`config.mk`:
```
export PLATFORM = sky130hd
export DESIGN_NAME = mpba_queue
export DESIGN_NICKNAME = d
export VERILOG_FILES = /design/src/mpba_pkg.sv /design/src/mpba_queue.sv
export SDC_FILE = /design/constraint.sdc
export NUM_CORES = 1
export LEC_CHECK = 0
export ABC_AREA = 1
export BUFFER_PORTS_ARGS = -buffer_cell sky130_fd_sc_hd__buf_2
export CORE_MARGIN = 2
export CORE_UTILIZATION = 35
export CTS_CLUSTER_DIAMETER = 100
export CTS_CLUSTER_SIZE = 28
export DETAILED_ROUTE_END_ITERATION = 12
export HOLD_SLACK_MARGIN = 0.02
export PLACE_DENSITY_LB_ADDON = 0.25
export SLEW_MARGIN = 20
export SYNTH_ARGS = -nofsm -noshare
export SYNTH_HDL_FRONTEND = slang
export SYNTH_SLANG_ARGS = --single-unit
```
`constraint.sdc`:
```
create_clock -name clock -period 1.8 [get_ports clock]
set_input_delay 0.36 -clock clock [delete_from_list [all_inputs] [get_ports clock]]
set_output_delay 0.36 -clock clock [all_outputs]
set_load 0.02 [all_outputs]
```
`src/mpba_pkg.sv`:
```
// Shared types and constants for the masked pixel binning accumulator.
package mpba_pkg;

   localparam int CSR_ADDR_W = 3;
   localparam int CSR_DATA_W = 32;
   localparam int RES_W      = 3;
   localparam int PIX_W      = 16;
   localparam int VALUE_W    = 32;
   localparam int FLAGS_W    = 32;
   localparam int STATUS_W   = 2;
   localparam int OUT_SUM_W  = 56;
   localparam int OUT_HITS_W = 24;
   localparam int SEEN_W     = 16;
   localparam int BASE_PIXELS = 12;

   localparam int QUEUE_DEPTH = 4;
   localparam int QPTR_W      = 2;
   localparam int QCNT_W      = 3;

   // register index, taken from paddr[2]
   localparam logic REG_QUALITY_MASK = 1'b0;
   localparam logic REG_RESOLUTION   = 1'b1;
   localparam logic [RES_W-1:0] RESOLUTION_RESET = 3'd6;

   localparam logic CMD_ACCUMULATE = 1'b0;
   localparam logic CMD_DRAIN      = 1'b1;

   localparam logic [STATUS_W-1:0] STATUS_ENTRY = 2'd0;
   localparam logic [STATUS_W-1:0] STATUS_EMPTY = 2'd1;
   localparam logic [STATUS_W-1:0] STATUS_RANGE = 2'd2;

   typedef enum logic [1:0] {
      OP_ACCUMULATE,
      OP_DRAIN,
      OP_RANGE_ERROR
   } op_kind_type;

   typedef struct packed {
      op_kind_type          kind;
      logic [PIX_W-1:0]     pixel;
      logic [VALUE_W-1:0]   value;
   } op_type;

   typedef struct packed {
      logic full;
      logic empty;
   } queue_status_type;

endpackage

```
`src/mpba_queue.sv`:
```
// Small FIFO of classified operations between front and back.
module mpba_queue (
   input  logic                        clock,
   input  logic                        reset,
   input  logic                        push,
   input  mpba_pkg::op_type            push_op,
   input  logic                        pop,
   output mpba_pkg::op_type            head_op,
   output mpba_pkg::queue_status_type  q_status
);
   import mpba_pkg::*;

   op_type              entry_ff [QUEUE_DEPTH];
   logic [QPTR_W-1:0]   wr_ptr_ff, wr_ptr_in;
   logic [QPTR_W-1:0]   rd_ptr_ff, rd_ptr_in;
   logic [QCNT_W-1:0]   count_ff, count_in;

   assign head_op        = entry_ff[rd_ptr_ff];
   assign q_status.full  = count_ff == QCNT_W'(QUEUE_DEPTH);
   assign q_status.empty = count_ff == '0;

   always_comb begin
      wr_ptr_in = push ? wr_ptr_ff + 1'b1 : wr_ptr_ff;
      rd_ptr_in = pop ? rd_ptr_ff + 1'b1 : rd_ptr_ff;
      count_in  = count_ff;
      if (push && !pop) begin
         count_in = count_ff + 1'b1;
      end else if (pop && !push) begin
         count_in = count_ff - 1'b1;
      end
   end

   always_ff @(posedge clock) begin
      if (reset) begin
         wr_ptr_ff <= '0;
         rd_ptr_ff <= '0;
         count_ff  <= '0;
      end else begin
         wr_ptr_ff <= wr_ptr_in;
         rd_ptr_ff <= rd_ptr_in;
         count_ff  <= count_in;
      end
   end

   always_ff @(posedge clock) begin
      if (push) begin
         entry_ff[wr_ptr_ff] <= push_op;
      end
   end

endmodule

```
==> results.md, run 1 <==
* Worst path slowest cell: dfxtp_4
* CP Data Arrival Time at 1.66 ns
* Most frequent cell after synthesis: edfxtp_1
* Instance count of the mapped netlist at 541
* Area of the core region at 22,500 sq um
* Antenna Nets Post-Route at 0
* Flop-to-flop setup slack at 0.22 ns
* Static Leakage at 3.591 nW
* Cell row count at 55
* List of cells traversed by the critical path: buf_12, buf_12, buf_16, o21ai_2, o22ai_2, buf_4
* Commonest cells post-synth: 200 x edfxtp_1, 105 x nor2_1, 60 x o21ai_1
* Final count of negative-setup-slack endpoints at 50
* Fin nets at 736
* Portion of synthesized cell area occupied by the leading cell type at 0.7513
* Crit path top cell by count: buf_12
* Max incr delay on CP at 0.37 ns
* Routability Congestion at 0.7437
* Total congestion overflow at 0
* Max-Cap Viols at 0
* Cell depth of the worst min-delay path at 2
* Pin count of the biggest net entering global routing at 37
* Fmax achieved at 495.2 MHz
* Starting utilization of the core area at 0.3552
* Root buffer selected by CTS: clkbuf_16
* CTS H-tree depth at 1
* Register clock-pin slew on the reported worst setup and hold paths at 0.09 ns
* Critical path endpoint category: primary output
* Source of the worst register-to-register timing path: wr_ptr_ff[1]
* Final period demand of the worst path at 2.019 ns
* Worst rel slew slack at 0.6536
* Reg2reg end: entry_ff[1][16]
* Most frequently used flop master after synthesis: edfxtp_1
* First-pass DRT Iterations at 5
* Combined buffer and inverter count along the critical path at 4
* Worst slack at placement at 0.1475 ns
* Area contributors post-synth: edfxtp_1 75%, nor2_1 4.9%, o22ai_1 3.9%
* Die Y-Extent at 155.1 um
* Unrepaired setup endpoints after global routing: true
* EDFF count, synth at 200
* Library cell occupying the most area in the post-synthesis netlist: edfxtp_1
* Detailed Route Iter0 Violations at 308
* Synthesized netlist net count at 601
* TritonCTS clock tree: done
* Routed wire per std cell at 19.72 um
* Hold endpoint: count_ff[0]
* Total vias in the final route at 4,924
* Synth Cell Area at 7994 sq um
* Detail-routed via count per cell at 5.108
* Count of input and output buffers at 105
* Largest fanout of any net on the critical path at 6
* Sink Count at 209
* Post-synthesis sequential element count at 209
* Transition time at the pin with the least slew margin at 0.5196 ns
* Total global routing track utilization at 0.1519
* FFs w/ async S/R, synth at 0
* Number of buffers added by the clock tree synthesis step at 11
* Type of the worst setup path: reg2out
* CTS Hold Bufs at 0
* Worst hold slack at 0.07384 ns
* DIE AREA at 24,070 sq um
* Fin. Hold Viols at 0
* Number of top-level pins at 106
* Pwr Total at 9.900 mW
* Fraction of layout instances using a drive strength above 1 at 0.3643
* Synthesized area divided by synthesized cell count at 14.78 sq um
* Number of distinct library cells after synthesis at 23
* Worst hold start: reset
* Cell area after placement at 8837 sq um
* Cell family contributing the most delay on the critical path: buffers and inverters
* Total number of yosys warnings at 0
* DRC violation count after routing at 0
* Max Buffers Root-to-Sink at 3
* Total power density per cell area at 962.1 nW/um^2
* Crit path required time at 1.44 ns
* Min setup slack post-route at -0.2194 ns
* Reg2Reg Depth at 5
* Violated checks: setup timing
* Worst hold path class: in2reg
* Clk Latency, worst-skew pair at 0.46 ns
* Fin. max-slew vios at 0
* Die span in x at 155.1 um
* Global-route wire length before repair at 27,880 um
* Largest vdd supply drop at 0.4682 mV
* Sequential element share of the synthesized area at 0.7738
* Non-Filler Cell Area, Final at 10,290 sq um
* Area Growth Syn to Fin at 28.72%
* Status: finished, violations left
* Share of the clock period used by the worst path at 1.122
* Initial antenna violation count at 4
* HPWL after DPL at 10,410 um
* Fin Clk Skew at 0.01719 ns
* Total Wirelength at 19,010 um
* Vias in the first global route at 4,899
* Kind of start point of the critical path: flop
[worst max-delay path by stage]
stage / start / endpoint / slack, ns / cells past startpoint
finish: flop / head_op[30] / -0.22 / 6
global route: flop / head_op[29] / -0.28 / 6
CTS: flop / head_op[42] / -0.26 / 6
detailed placement: flop / head_op[11] / 0.15 / 5
global placement: flop / head_op[41] / 0.16 / 5
floorplan: wr_ptr_ff[0] / entry_ff[0][0] / 0.006 / 4
[power by group]
part,internal [mW],switching [mW]
registers,5.54,0.0723
logic,0.730,0.951
clock network,1.16,1.45
[metrics by stage]
stage / TNS (ns) / cells / util
floorplan: 0 / 541 / -
finish: -8.244 / 964 / 0.4573
CTS: -10.18 / 959 / 0.4411
global route: -11.59 / 963 / 0.4572
detailed placement: 0 / 923 / 0.3927
global placement: 0 / 923 / 0.3927
[cells in the final DEF (no fill, tap or decap), drive strengths merged, types with 2 or more instances in the layout]
master and count:
edfxtp 200, buf 146, nor2 106, o21ai 105
o22ai 50, clkbuf 18, inv 17, nand2 9
dfxtp 9, ha 5, clkinvlp 4, a21oi 3
nor3 2
[per-layer routing]
layer	part of all wire	global-route usage	vias to the layer above
li1	-	-	2289
met1	0.42	0.1963	2474
met2	0.50	0.2635	131
met3	0.065	0.03677	24
met4	0.010	0.02822	6
met5	0.0022	0	-
[cells by family (layout without fill, tap and decap cells)]
kind of cell             Yosys count  in the layout  synth area share
flip-flops                       209            209            0.7738
adder cells (fa/ha/maj)            6              6           0.01033
XOR/XNOR                           1              1          0.001096
other                              0              1                 0
AO/OA/AOI/OAI                    158            158            0.1067
AND/OR/NAND/NOR                  119            119           0.05697
buffers and inverters             48            185           0.05103
[registers in the layout (all words and copies together), names as in the netlist, named ones only]
register,flops
count_ff,3
entry_ff,200
rd_ptr_ff,2
wr_ptr_ff,2
[final cells by class]
type	instances	area [sq um]
antenna	1	2.502
multi-input combinational	284	1752
fill	1937	12210
timing repair buffer	150	1554
clock inverter	1	16.27
sequential	209	6193
timing repair inverter	3	33.78
inverter	17	95.09
clock buffer	14	286.5
tap	285	356.6
[what timing repair did]
item                                    in CTS  in global routing
pin swaps                                   20                 25
resized for setup                          138                 75
endpoints found under the setup margin      50                 50
buffers inserted                             9                  0
cloned                                      12                  4
[worst register-to-register path: stages (launching register included)]
cell and delay (ns):
dfxtp_1 0.35, inv_1 0.10, ha_1 0.16, nand2_1 0.09, clkinvlp_4 0.08, buf_4 0.43
Power figures use the tool's default switching activity.
==> run 2: changes to the inputs <==
- ABC_AREA: 1 -> 0
- CELL_PAD_IN_SITES_DETAIL_PLACEMENT: default -> 0
- CELL_PAD_IN_SITES_GLOBAL_PLACEMENT: default -> 2
==> results.md, run 2 <==
* Met2 usage in global routing at 0.2025
* Synthesized netlist net count at 366
* Fin nets at 492
* Busiest metal layer after global routing: met2
* Worst rel slew slack at 0.8333
* Critical path endpoint category: primary output
* Non-filler cells in the finished layout at 714
* Violated checks: setup timing
* EDFF count, synth at 200
* Non-Filler Cell Area, Final at 9144 sq um
* Fin. Hold Viols at 0
* Cell depth of the worst min-delay path at 1
* Worst path slowest cell: mux4_2
* Reg2Reg Depth at 4
* Total vias in the final route at 3,422
* Unrepaired setup endpoints after global routing: true
* Leading cell types in the layout, fill and taps excluded: 200 x edfxtp_1, 94 x buf_2, 50 x mux4_2
* Die span in x at 152.3 um
* DIE AREA at 23,210 sq um
* Fin. max-slew vios at 0
* Area contributors post-synth: edfxtp_1 78%, mux4_2 15%, dfxtp_1 2.3%
* Portion of synthesized cell area occupied by the leading cell type at 0.7799
* Synth Cell Area at 7701 sq um
* Area Growth Syn to Fin at 18.73%
* Total number of yosys warnings at 0
* Most frequently used flop master after synthesis: edfxtp_1
* Status: finished, violations left
* Transition time at the pin with the least slew margin at 0.2501 ns
* Max-Cap Viols at 0
* Synthesized area divided by synthesized cell count at 25.17 sq um
* Sink Count at 209
* CTS Hold Bufs at 0
* Fmax achieved at 458.7 MHz
* Final period demand of the worst path at 2.180 ns
* Largest fanout of any net on the critical path at 17
* Largest regs: entry_ff x200, count_ff x3
* Static Leakage at 3.058 nW
* Kind of start point of the critical path: flop
* HPWL after DPL at 8266 um
* Met3 track demand over resource at 0.02617
* Worst hold path class: in2reg
* Min setup slack post-route at -0.3802 ns
* Flop-to-flop setup slack at 0.29 ns
* Area occupied by multi-input gates at 1361 sq um
* Total power density per cell area at 1048 nW/um^2
* DRC violation count after routing at 0
* Share of the clock period used by the worst path at 1.211
* Crit path required time at 1.44 ns
* Finished Core Util at 0.4216
* Worst hold start: push_op[17]
* Max Buffers Root-to-Sink at 3
* Type of the worst setup path: reg2out
* Total Wirelength at 13,970 um
* Library cell occupying the most area in the post-synthesis netlist: edfxtp_1
* Cell area after placement at 8663 sq um
* CTS H-tree depth at 1
* Routability Congestion at 0.6658
* Area of the core region at 21,690 sq um
* CP Data Arrival Time at 1.82 ns
* Layout fillers at 1,917
* Max incr delay on CP at 0.54 ns
* Largest vdd supply drop at 0.6351 mV
* Sequential element share of the synthesized area at 0.8032
* Antenna cell count at 0
* Cell row count at 54
* Instance count of the mapped netlist at 306
* Most frequent cell after synthesis: edfxtp_1
* Number of distinct library cells after synthesis at 22
* Sequential cell area at 6193 sq um
* Die Y-Extent at 152.3 um
* Commonest cells post-synth: 200 x edfxtp_1, 50 x mux4_2, 9 x dfxtp_1
* Register clock-pin slew on the reported worst setup and hold paths at 0.11 ns
* Root buffer selected by CTS: clkbuf_16
* Clk Latency, worst-skew pair at 0.46 ns
* Hold endpoint: entry_ff[0][17]
* Post-synthesis sequential element count at 209
* Number of buffers added by the clock tree synthesis step at 11
* Instance count after placement with tap cells included at 694
* Total congestion overflow at 0
* Vias in the first global route at 3,711
* Total global routing track utilization at 0.1192
* Fraction of layout instances using a drive strength above 1 at 0.4493
* Largest Register: entry_ff
* Fin Clk Skew at 0.01860 ns
* Pin count of the biggest net entering global routing at 36
* TritonCTS clock tree: done
* Source of the worst register-to-register timing path: count_ff[0]
* Antenna Nets Post-Route at 0
* FFs w/ async S/R, synth at 0
* List of cells traversed by the critical path: buf_12, mux4_2, buf_2
* Final count of negative-setup-slack endpoints at 50
* Routed wire per std cell at 19.56 um
* Reg2reg end: count_ff[2]
* Commonest non-fill, non-tap cell in the layout: edfxtp_1
* Global-route wire length before repair at 21,400 um
* Detail-routed via count per cell at 4.793
* Number of top-level pins at 106
* Flip-flop count of the largest register after layout at 200
* Global routing met1 resource utilization at 0.1585
* Starting utilization of the core area at 0.3551
* Detailed Route Iter0 Violations at 198
* Initial antenna violation count at 1
* Worst slack at placement at -0.01833 ns
* First-pass DRT Iterations at 4
* Count of input and output buffers at 105
run 2: cell count changes in the layout (fill, tap and decap cells not counted), moves of 18 or more:
cell,before,now
nor2_2,18,0
o21ai_2,27,0
o21ai_1,50,0
buf_4,40,9
nor2_1,81,7
o21ai_0,26,1
o22ai_2,19,0
buf_2,55,94
o22ai_1,30,0
mux4_2,0,50
run 2: final cells by class:
cell class,count,share of cell area
Clock buffer,14,0.03243
Clock inverter,1,0.001779
Inverter,4,0.001642
Multi-Input combinational cell,80,0.1489
Sequential cell,209,0.6773
Tap cell,280,0.03831
Timing Repair Buffer,126,0.09962
run 2: kinds of logic (layout without fill, tap and decap cells):
family / Yosys count / after routing / share of synthesized area
AO/OA/AOI/OAI: 2 / 2 / 0.001299
multiplexers: 52 / 52 / 0.1488
adder cells (fa/ha/maj): 6 / 6 / 0.01072
buffers and inverters: 17 / 145 / 0.02063
flip-flops: 209 / 209 / 0.8032
AND/OR/NAND/NOR: 15 / 15 / 0.009586
XOR/XNOR: 5 / 5 / 0.005687
run 2: worst max-delay path: cells and delay by family (launching register included):
family   cells  cell delay (ns)
buf+inv      2             0.38
mux          1             0.54
flops        1             0.42
run 2: worst max path at each step:
stage	slack, ns	endpoint	cells past startpoint	start
final	-0.38	head_op[1]	3	flop
after CTS	-0.42	head_op[1]	3	flop
after detailed placement	-0.02	count_ff[2]	8	pop
after floorplan	0.18	count_ff[2]	7	pop
after global routing	-0.46	head_op[1]	3	flop
after global placement	0.04	count_ff[2]	8	pop
run 2: metal layers:
metal,share of wire,wire (um)
met5,0.00093,13
met4,0.015,208
met3,0.051,709
met2,0.49,6872
met1,0.44,6162
run 2: stage by stage:
step / TNS [ns] / hold slack (ns) / total power [mW]
2_1_floorplan: 0 / 0.4589 / 6.552
3_3_place_gp: 0 / 0.4843 / 6.987
3_5_place_dp: -0.01833 / 0.4946 / 7.010
4_1_cts: -19.26 / 0.08543 / 9.668
5_1_grt: -20.78 / 0.08563 / 9.981
6_report: -16.88 / 0.1037 / 9.581
run 2: power by group:
group | switching (mW) | leakage [nW] | internal [mW]
registers | 0.0720 | 1.91 | 5.57
clock network | 1.44 | 0.152 | 1.19
logic | 0.711 | 0.993 | 0.606
total | 2.22 | 3.06 | 7.36
run 2: repair_timing:
item                                    4_1_cts  5_1_grt
endpoints found under the setup margin       50       50
gates cloned                                  1        1
resized for setup                            12       15
setup buffers                                 0        3
