$ cat config.mk
export PLATFORM = sky130hd
export DESIGN_NAME = mpba_front
export DESIGN_NICKNAME = d
export VERILOG_FILES = /design/src/mpba_pkg.sv /design/src/mpba_front.sv
export SDC_FILE = /design/constraint.sdc
export NUM_CORES = 1
export LEC_CHECK = 0
export BUFFER_PORTS_ARGS = -buffer_cell sky130_fd_sc_hd__clkbuf_2
export CORE_AREA = 5 5 64 66
export DETAILED_ROUTE_END_ITERATION = 6
export DIE_AREA = 0 0 69 71
export PLACE_DENSITY = 0.91
export SLEW_MARGIN = 20
export SYNTH_ARGS = -nofsm -noshare
export SYNTH_HDL_FRONTEND = slang
export SYNTH_SLANG_ARGS = --single-unit
$ cat constraint.sdc
create_clock -name vclk -period 7.3
set_input_delay 1.46 -clock vclk [all_inputs]
set_output_delay 1.46 -clock vclk [all_outputs]
set_load 0.005 [all_outputs]
$ cat src/mpba_pkg.sv
// Shared types and constants for the masked pixel binning accumulator.
package mpba_pkg;

   localparam int CSR_ADDR_W = 3;
   localparam int CSR_DATA_W = 32;
   localparam int RES_W      = 3;
   localparam int PIX_W      = 16;
   localparam int VALUE_W    = 32;
   localparam int FLAGS_W    = 32;
   localparam int STATUS_W   = 2;
   localparam int OUT_SUM_W  = 56;
   localparam int OUT_HITS_W = 24;
   localparam int SEEN_W     = 16;
   localparam int BASE_PIXELS = 12;

   localparam int QUEUE_DEPTH = 4;
   localparam int QPTR_W      = 2;
   localparam int QCNT_W      = 3;

   // register index, taken from paddr[2]
   localparam logic REG_QUALITY_MASK = 1'b0;
   localparam logic REG_RESOLUTION   = 1'b1;
   localparam logic [RES_W-1:0] RESOLUTION_RESET = 3'd6;

   localparam logic CMD_ACCUMULATE = 1'b0;
   localparam logic CMD_DRAIN      = 1'b1;

   localparam logic [STATUS_W-1:0] STATUS_ENTRY = 2'd0;
   localparam logic [STATUS_W-1:0] STATUS_EMPTY = 2'd1;
   localparam logic [STATUS_W-1:0] STATUS_RANGE = 2'd2;

   typedef enum logic [1:0] {
      OP_ACCUMULATE,
      OP_DRAIN,
      OP_RANGE_ERROR
   } op_kind_type;

   typedef struct packed {
      op_kind_type          kind;
      logic [PIX_W-1:0]     pixel;
      logic [VALUE_W-1:0]   value;
   } op_type;

   typedef struct packed {
      logic full;
      logic empty;
   } queue_status_type;

endpackage

$ cat src/mpba_front.sv
// Front end: accepts items, drops masked samples, range-checks pixels, queues work.
module mpba_front #(
   parameter int MAX_RESOLUTION_LOG2 = 6
) (
   input  logic                           req_valid,
   output logic                           req_stall,
   input  logic                           req_cmd,
   input  logic [mpba_pkg::FLAGS_W-1:0]   req_sample_flags,
   input  logic [mpba_pkg::PIX_W-1:0]     req_pixel_number,
   input  logic [mpba_pkg::VALUE_W-1:0]   req_sample_value,
   input  logic [mpba_pkg::FLAGS_W-1:0]   quality_mask,
   input  logic [mpba_pkg::RES_W-1:0]     resolution_log2,
   input  mpba_pkg::queue_status_type     q_status,
   input  logic                           clearing,
   output logic                           push,
   output mpba_pkg::op_type               push_op
);
   import mpba_pkg::*;

   localparam int DEPTH  = BASE_PIXELS << (2 * MAX_RESOLUTION_LOG2);
   localparam int ADDR_W = $clog2(DEPTH);
   localparam int CMP_W  = (ADDR_W > PIX_W) ? ADDR_W : PIX_W;

   logic [RES_W-1:0] res_eff;
   logic [CMP_W-1:0] npix;
   logic             masked;
   logic             out_of_range;
   logic             accept;

   assign res_eff = (32'(resolution_log2) > 32'(MAX_RESOLUTION_LOG2))
                    ? RES_W'(MAX_RESOLUTION_LOG2) : resolution_log2;
   assign npix         = CMP_W'(BASE_PIXELS) << {res_eff, 1'b0};
   assign masked       = (req_sample_flags & quality_mask) != '0;
   assign out_of_range = CMP_W'(req_pixel_number) >= npix;

   assign req_stall = q_status.full || clearing;
   assign accept    = req_valid && !req_stall;

   always_comb begin
      push_op.pixel = req_pixel_number;
      push_op.value = req_sample_value;
      push_op.kind  = OP_ACCUMULATE;
      push          = 1'b0;
      if (req_cmd == CMD_DRAIN) begin
         push_op.kind = OP_DRAIN;
         push         = accept;
      end else if (!masked) begin
         push_op.kind = out_of_range ? OP_RANGE_ERROR : OP_ACCUMULATE;
         push         = accept;
      end
   end

endmodule

==> impl_metrics.toml, run 1 <==
[outcome]
status = "completed"

[timing]
setup_viol = 0
fmax_mhz = 209
hold_viol = 0
rsz0062_at_grt = "false"
tightest_slew_ps = 380
drv_slew = 0
tns_ps = 0
max_slew_margin_pct = 74.4
post-route-period-util_pct = 65.4
period_minus_slack_ps = 4780

[synth]
seq_area_frac_synth_pct = 0
synthCells = 116
syn_area_sq_um = 893
ys_types = 19
syn_nets = 250
synth.avg_cell_area_sq_um = 7.70
yosysWarnings = 0

[floorplan]
rows = 22
die_area_sq_um = 4900
die_x_um = 69
initial_core_util_pct = 25.4
ioPinCount = 172
dieHeight_um = 71
core-area_sq_um = 3520

[worst_setup_path]
setup.worst_path.class = "in2out"
cp-start-kind = "primary input"
arrival_ps = 3320
worst-path-max-fanout = 7
worstPathRequired_ps = 5840
crit_path_end_kind = "output pin"

[grt]
grt_max_degree = 8
met1_usage_pct = 12.4
grt_busiest_layer = "met2"
gr-usage-met3_pct = 4.40
grt_pass1_vias = 1003
antenna_found_initial = 0
met2_usage_pct = 17.5
grt_pass1_wl_mm = 4.61
grt_use_total_pct = 10.9
grt-ovfl-total = 0

[drt]
postRouteAntennaNets = 0
drc = 0
firstDrtPassIters = 4
wl_mm = 3.08
wl_per_cell_um = 14.1
vias = 1016
drtIter0Drc = 25
avgViaCountPerCell = 4.66

[place]
dp_cells = 218
portBuffers = 103
place_area_sq_um = 1100
gp_congestion = 0.847
dp_hpwl_mm = 2.93

[clock_network]
post_cts_resized = 0
hold_buffers = 0
post_cts_buffers = 0

[finish]
nNetsFinal = 306
design_area_sq_um = 1100
nClkBuffers = 0
layout-drive-gt1-share_pct = 64.1
seq_cell_count = 0
final_cells = 218
seqCellArea_sq_um = 0
synthToLayoutAreaGrowth_pct = 23.2
num_antenna_cells = 0

[pwr]
powerDensity_nw_per_um2 = 47.2
ir_drop_mv = 0.0141
p_leak_uw = 0.000634

[min_path]
hold_path_depth = 0
holdCritPathClass = "in2out"
holdPathEnd = "push_op[12]"
hold_path.startpoint = "req_sample_value[12]"

[job]
drv_cap = 0
placed cells by master, fill, tap and decap left out:
cell / Yosys / routed
clkbuf_2: 0 / 103
o311ai_0: 1 / 1
nor2_1: 2 / 2
and4_1: 2 / 2
a211oi_1: 2 / 2
nand3b_1: 2 / 2
or4_4: 1 / 1
or3b_2: 2 / 2
nand2_1: 4 / 4
ha_1: 14 / 14
or3_1: 1 / 1
a22oi_1: 15 / 15
nand4_1: 5 / 5
o21ai_0: 4 / 4
inv_1: 3 / 3
or2_2: 1 / 1
a22oi_2: 1 / 1
a211oi_2: 1 / 1
a21oi_1: 6 / 6
power breakdown:
group | switching [uW] | internal (uW) | leakage, uW
Sequential | 0 | 0 | 0
Combinational | 21.8 | 30.1 | 0.000634
Clock | 0 | 0 | 0
synth_stat cells (all sizes together):
cell type	count	area [sq um]
or3	1	6.26
nand2	4	15.0
inv	3	11.3
and4	2	17.5
nor2	2	7.51
a21oi	6	30.0
o21ai	4	20.0
a211oi	3	27.5
or3b	2	17.5
nand4	5	31.3
buf	49	368
or2	1	6.26
o311ai	1	8.76
nand3b	2	15.0
a22oi	16	125
ha	14	175
or4	1	11.3
per-stage QoR:
stage	hold slack (ps)	power (uW)	setup slack (ps)	utilization, %
CTS	2920	52.8	2520	31.3
finish	2920	52.0	2520	31.3
global route	2920	59.4	2360	31.3
floorplan	2950	39.7	2930	-
global placement	2920	50.8	2510	31.3
detailed placement	2920	52.4	2520	31.3
critical path: stages:
cell and delay [ps]:
clkbuf_2 120, or3b_2 500, ha_1 310, a211oi_1 200, nor2_1 70, o311ai_0 380
a211oi_1 140, clkbuf_2 140
logic make-up after synthesis:
family | synth area share [%]
AO/OA/AOI/OAI | 23.7
adder cells (fa/ha/maj) | 19.6
AND/OR/NAND/NOR | 14.3
buffers and inverters | 42.4
worst max path at each step:
stage                        from     endpoint  slack [ps]
2_1_floorplan  resolution_log2[2]  push_op[49]        2930
3_3_place_gp   resolution_log2[2]  push_op[49]        2510
3_5_place_dp   resolution_log2[2]  push_op[49]        2520
4_1_cts        resolution_log2[2]  push_op[49]        2520
5_1_grt        resolution_log2[2]  push_op[49]        2360
6_report       resolution_log2[2]  push_op[49]        2520
layout make-up:
cell class                      instances  area, sq um
Fill cell                             393         2420
Inverter                                3         11.3
Tap cell                               48         60.1
Multi-Input combinational cell         64          514
Timing Repair Buffer                  103          515
layer usage:
metal	share of wire (%)	wire length [um]
met3	15	448
met2	47	1450
met1	34	1040
met4	4.5	140
met5	0	0
(Power assumes the default switching activity.)
==> run 2, diff against run 1 <==
--- a/config.mk
+++ b/config.mk
@@ -6,10 +6,10 @@
 export NUM_CORES = 1
 export LEC_CHECK = 0
 export BUFFER_PORTS_ARGS = -buffer_cell sky130_fd_sc_hd__clkbuf_2
-export CORE_AREA = 5 5 64 66
+export CORE_MARGIN = 5
+export CORE_UTILIZATION = 27
 export DETAILED_ROUTE_END_ITERATION = 6
-export DIE_AREA = 0 0 69 71
-export PLACE_DENSITY = 0.91
+export PLACE_DENSITY = 0.94
 export SLEW_MARGIN = 20
 export SYNTH_ARGS = -nofsm -noshare
 export SYNTH_HDL_FRONTEND = slang
==> constraint.sdc (replaced) <==
create_clock -name vclk -period 4.9
set_input_delay 0.98 -clock vclk [all_inputs]
set_output_delay 0.98 -clock vclk [all_outputs]
set_load 0.005 [all_outputs]
==> impl_metrics.toml, run 2 (synthesis gave the netlist of run 1 again) <==
[drt]
vias = 1011
drtIter0Drc = 15
firstDrtPassIters = 4
postRouteAntennaNets = 0
wl_mm = 2.88
wl_per_cell_um = 13.4
drc = 0
avgViaCountPerCell = 4.72

[worst_setup_path]
crit_path_end_kind = "output pin"
worst-path-max-fanout = 7
crit_end = "push_op[49]"
crit_slowest_cell = "or3b_2"
max_stage_delay_ps = 500
arrival_ps = 2850
crit_family = "compound AO/OA/AOI/OAI gates"
startpoint = "resolution_log2[2]"
critPathBufInv = 2
worstPathRequired_ps = 3920
cp-start-kind = "primary input"
cp.depth = 8
setup.worst_path.class = "in2out"
cp_cell_sequence = "clkbuf_2 -> or3b_2 -> ha_1 -> a211oi_1 -> nor2_1 -> o311ai_0 -> a211oi_1 -> clkbuf_2"

[timing]
whs_ps = 1960
period_minus_slack_ps = 3830
rsz0062_at_grt = "false"
tns_ps = 0
fmax_mhz = 261
setup_viol = 0
hold_viol = 0
tightest_slew_ps = 387
drv_slew = 0
max_slew_margin_pct = 73.9
setup_ws_ps = 1070
post-route-period-util_pct = 78.2

[finish]
final_cells = 214
seqCellArea_sq_um = 0
layout_commonest_cell = "clkbuf_2"
nNetsFinal = 306
design_area_sq_um = 1100
layout_common_cells = "clkbuf_2, a22oi_1, ha_1, a21oi_1, nand4_1"
synthToLayoutAreaGrowth_pct = 22.7
num_antenna_cells = 0
layout-drive-gt1-share_pct = 64.1
multi_input_area_sq_um = 514
seq_cell_count = 0
nClkBuffers = 0
n_fill_cell = 348

[min_path]
holdCritPathClass = "in2out"

[grt]
grt_max_degree = 8
grt_pass1_vias = 949
antenna_found_initial = 0
grt_pass1_wl_mm = 4.00
grt_use_total_pct = 10.9
grt-ovfl-total = 0

[outcome]
status = "completed"

[clock_network]
post_cts_resized = 0
hold_buffers = 0
post_cts_buffers = 0

[floorplan]
dieHeight_um = 67.5
core-area_sq_um = 3100
die_area_sq_um = 4560
ioPinCount = 172
rows = 20
die_x_um = 67.5
initial_core_util_pct = 28.8

[place]
dp_cells = 214
gp_congestion = 0.729
dp_hpwl_mm = 2.81
place_area_sq_um = 1100
portBuffers = 103
dp_slack_ps = 1050

[pwr]
ir_drop_mv = 0.0222
p_leak_uw = 0.000634
powerDensity_nw_per_um2 = 69.4

[job]
drv_cap = 0
-- run 2: how the worst min path moves through the flow --
stage                                    start     endpoint  slack, ps  cells past startpoint
after floorplan                        req_cmd  push_op[49]       1990                      1
final                     req_sample_value[17]  push_op[17]       1960                      0
after CTS                 req_sample_value[15]  push_op[15]       1960                      0
after global placement    req_sample_value[15]  push_op[15]       1960                      0
after global routing      req_sample_value[17]  push_op[17]       1960                      0
after detailed placement  req_sample_value[15]  push_op[15]       1960                      0
-- run 2: layout make-up --
type                       count  share of cell area (%)
inverter                       3                    1.03
multi-input combinational     64                    46.9
tap                           44                    5.02
timing repair buffer         103                    47.0
-- run 2: power by group --
group	switching, uW	leakage [uW]	internal (uW)
Sequential	0	0	0
Clock	0	0	0
Combinational	31.3	0.000634	44.8
Total	31.3	0.000634	44.8
-- run 2: metrics by stage --
stage / total power (uW) / utilization [%]
floorplan: 59.1 / -
global placement: 74.0 / 35.3
detailed placement: 77.2 / 35.3
CTS: 77.5 / 35.3
global route: 87.7 / 35.3
finish: 76.1 / 35.3
-- run 2: layer usage --
layer	GRT usage (%)	share of wire (%)	routed length (um)
met2	21.9	56	1620
met4	1.01	0.73	21
met3	3.49	13	372
met1	11.0	30	864
met5	0	0	0
==> run 3, diff against run 2 <==
==> constraint.sdc (replaced) <==
create_clock -name vclk -period 3.55
set_input_delay 0.71 -clock vclk [all_inputs]
set_output_delay 0.71 -clock vclk [all_outputs]
set_load 0.005 [all_outputs]
==> impl_metrics.toml, run 3 (synthesis gave the netlist of run 1 again) <==
[drt]
firstDrtPassIters = 4
drtIter0Drc = 15
top_layer_used = "met4"
vias = 979
wl_mm = 2.81
wl_per_cell_um = 13.1
drc = 0
wl_met3_um = 357
avgViaCountPerCell = 4.57
wl_met1_um = 844
postRouteAntennaNets = 0
wl_met2_mm = 1.59

[timing]
drv_slew = 0
max_slew_margin_pct = 75.1
period_minus_slack_ps = 3260
rsz0062_at_grt = "false"
post-route-period-util_pct = 91.7
hold_viol = 0
setup_viol = 0
fmax_mhz = 307
tightest_slew_ps = 369
whs_ps = 1420
tns_ps = 0

[pwr]
p_leak_uw = 0.000634
power_frac_clock_pct = 0
p_seq_share_pct = 0
p_sw_uw = 42.8
ir_drop_mv = 0.0338
combPwrFrac_pct = 100.0
powerDensity_nw_per_um2 = 95.5
p_int_uw = 61.9
switching_share_pct = 40.9

[grt]
grt_use_total_pct = 10.6
grt_pass1_wl_mm = 3.93
antenna_found_initial = 0
grt_pass1_vias = 981
grt-ovfl-total = 0
grt_max_degree = 8

[finish]
seq_cell_count = 0
num_antenna_cells = 0
synthToLayoutAreaGrowth_pct = 22.7
layout_common_cells = "clkbuf_2, a22oi_1, ha_1, a21oi_1, nand4_1"
nNetsFinal = 306
layout_commonest_cell = "clkbuf_2"
nClkBuffers = 0
design_area_sq_um = 1100
seqCellArea_sq_um = 0
layout-drive-gt1-share_pct = 64.1

[outcome]
status = "completed"

[floorplan]
initial_core_util_pct = 28.8
rows = 20
ioPinCount = 172
dieHeight_um = 67.5
core-area_sq_um = 3100
die_area_sq_um = 4560
die_x_um = 67.5

[clock_network]
post_cts_resized = 0
post_cts_buffers = 0
hold_buffers = 0

[worst_setup_path]
crit_path_end_kind = "output pin"
worstPathRequired_ps = 2840
cp-start-kind = "primary input"
worst-path-max-fanout = 7
setup.worst_path.class = "in2out"
arrival_ps = 2550

[min_path]
hold_path_depth = 0
holdPathEnd = "push_op[17]"
hold_path.startpoint = "req_sample_value[17]"
holdCritPathClass = "in2out"

[place]
gp_congestion = 0.738
portBuffers = 103
dp_hpwl_mm = 2.77
place_area_sq_um = 1100

[job]
drv_cap = 0
-- run 3: worst max-delay path: stages --
cell	delay [ps]
clkbuf_2	120
or3b_2	500
ha_1	310
a211oi_1	200
nor2_1	70
o311ai_0	380
a211oi_1	130
clkbuf_2	140
-- run 3: power groups by stage --
stage	Clock, uW	Sequential, uW	Combinational (uW)
after detailed placement	0	0	106
after CTS	0	0	107
after global placement	0	0	102
after floorplan	0	0	81.6
after global routing	0	0	120
final	0	0	105
-- run 3: per-layer routing --
layer	track usage, %	vias to the layer above
li1	-	498
met1	9.55	399
met2	22.7	78
met4	1.01	0
met5	0	-
met3	3.66	4
-- run 3: how the worst max path moves through the flow --
stage                        from           to  slack, ps
6_report       resolution_log2[2]  push_op[49]        290
3_5_place_dp   resolution_log2[2]  push_op[49]        270
4_1_cts        resolution_log2[2]  push_op[49]        270
5_1_grt        resolution_log2[2]  push_op[49]        170
2_1_floorplan  resolution_log2[2]  push_op[49]        680
3_3_place_gp   resolution_log2[2]  push_op[49]        300
-- run 3: stage by stage --
step	setup WS [ps]	std cells	utilization (%)	total power [uW]
after detailed placement	269	214	35.3	106
after CTS	265	214	35.3	107
after floorplan	685	116	-	81.6
after global routing	171	214	35.3	120
after global placement	304	214	35.3	102
final	294	214	35.3	105
-- run 3: area by class of cell --
cell class	count	area [sq um]
Fill cell	341	2010
Multi-Input combinational cell	64	514
Timing Repair Buffer	103	515
Tap cell	44	55.1
Inverter	3	11.3
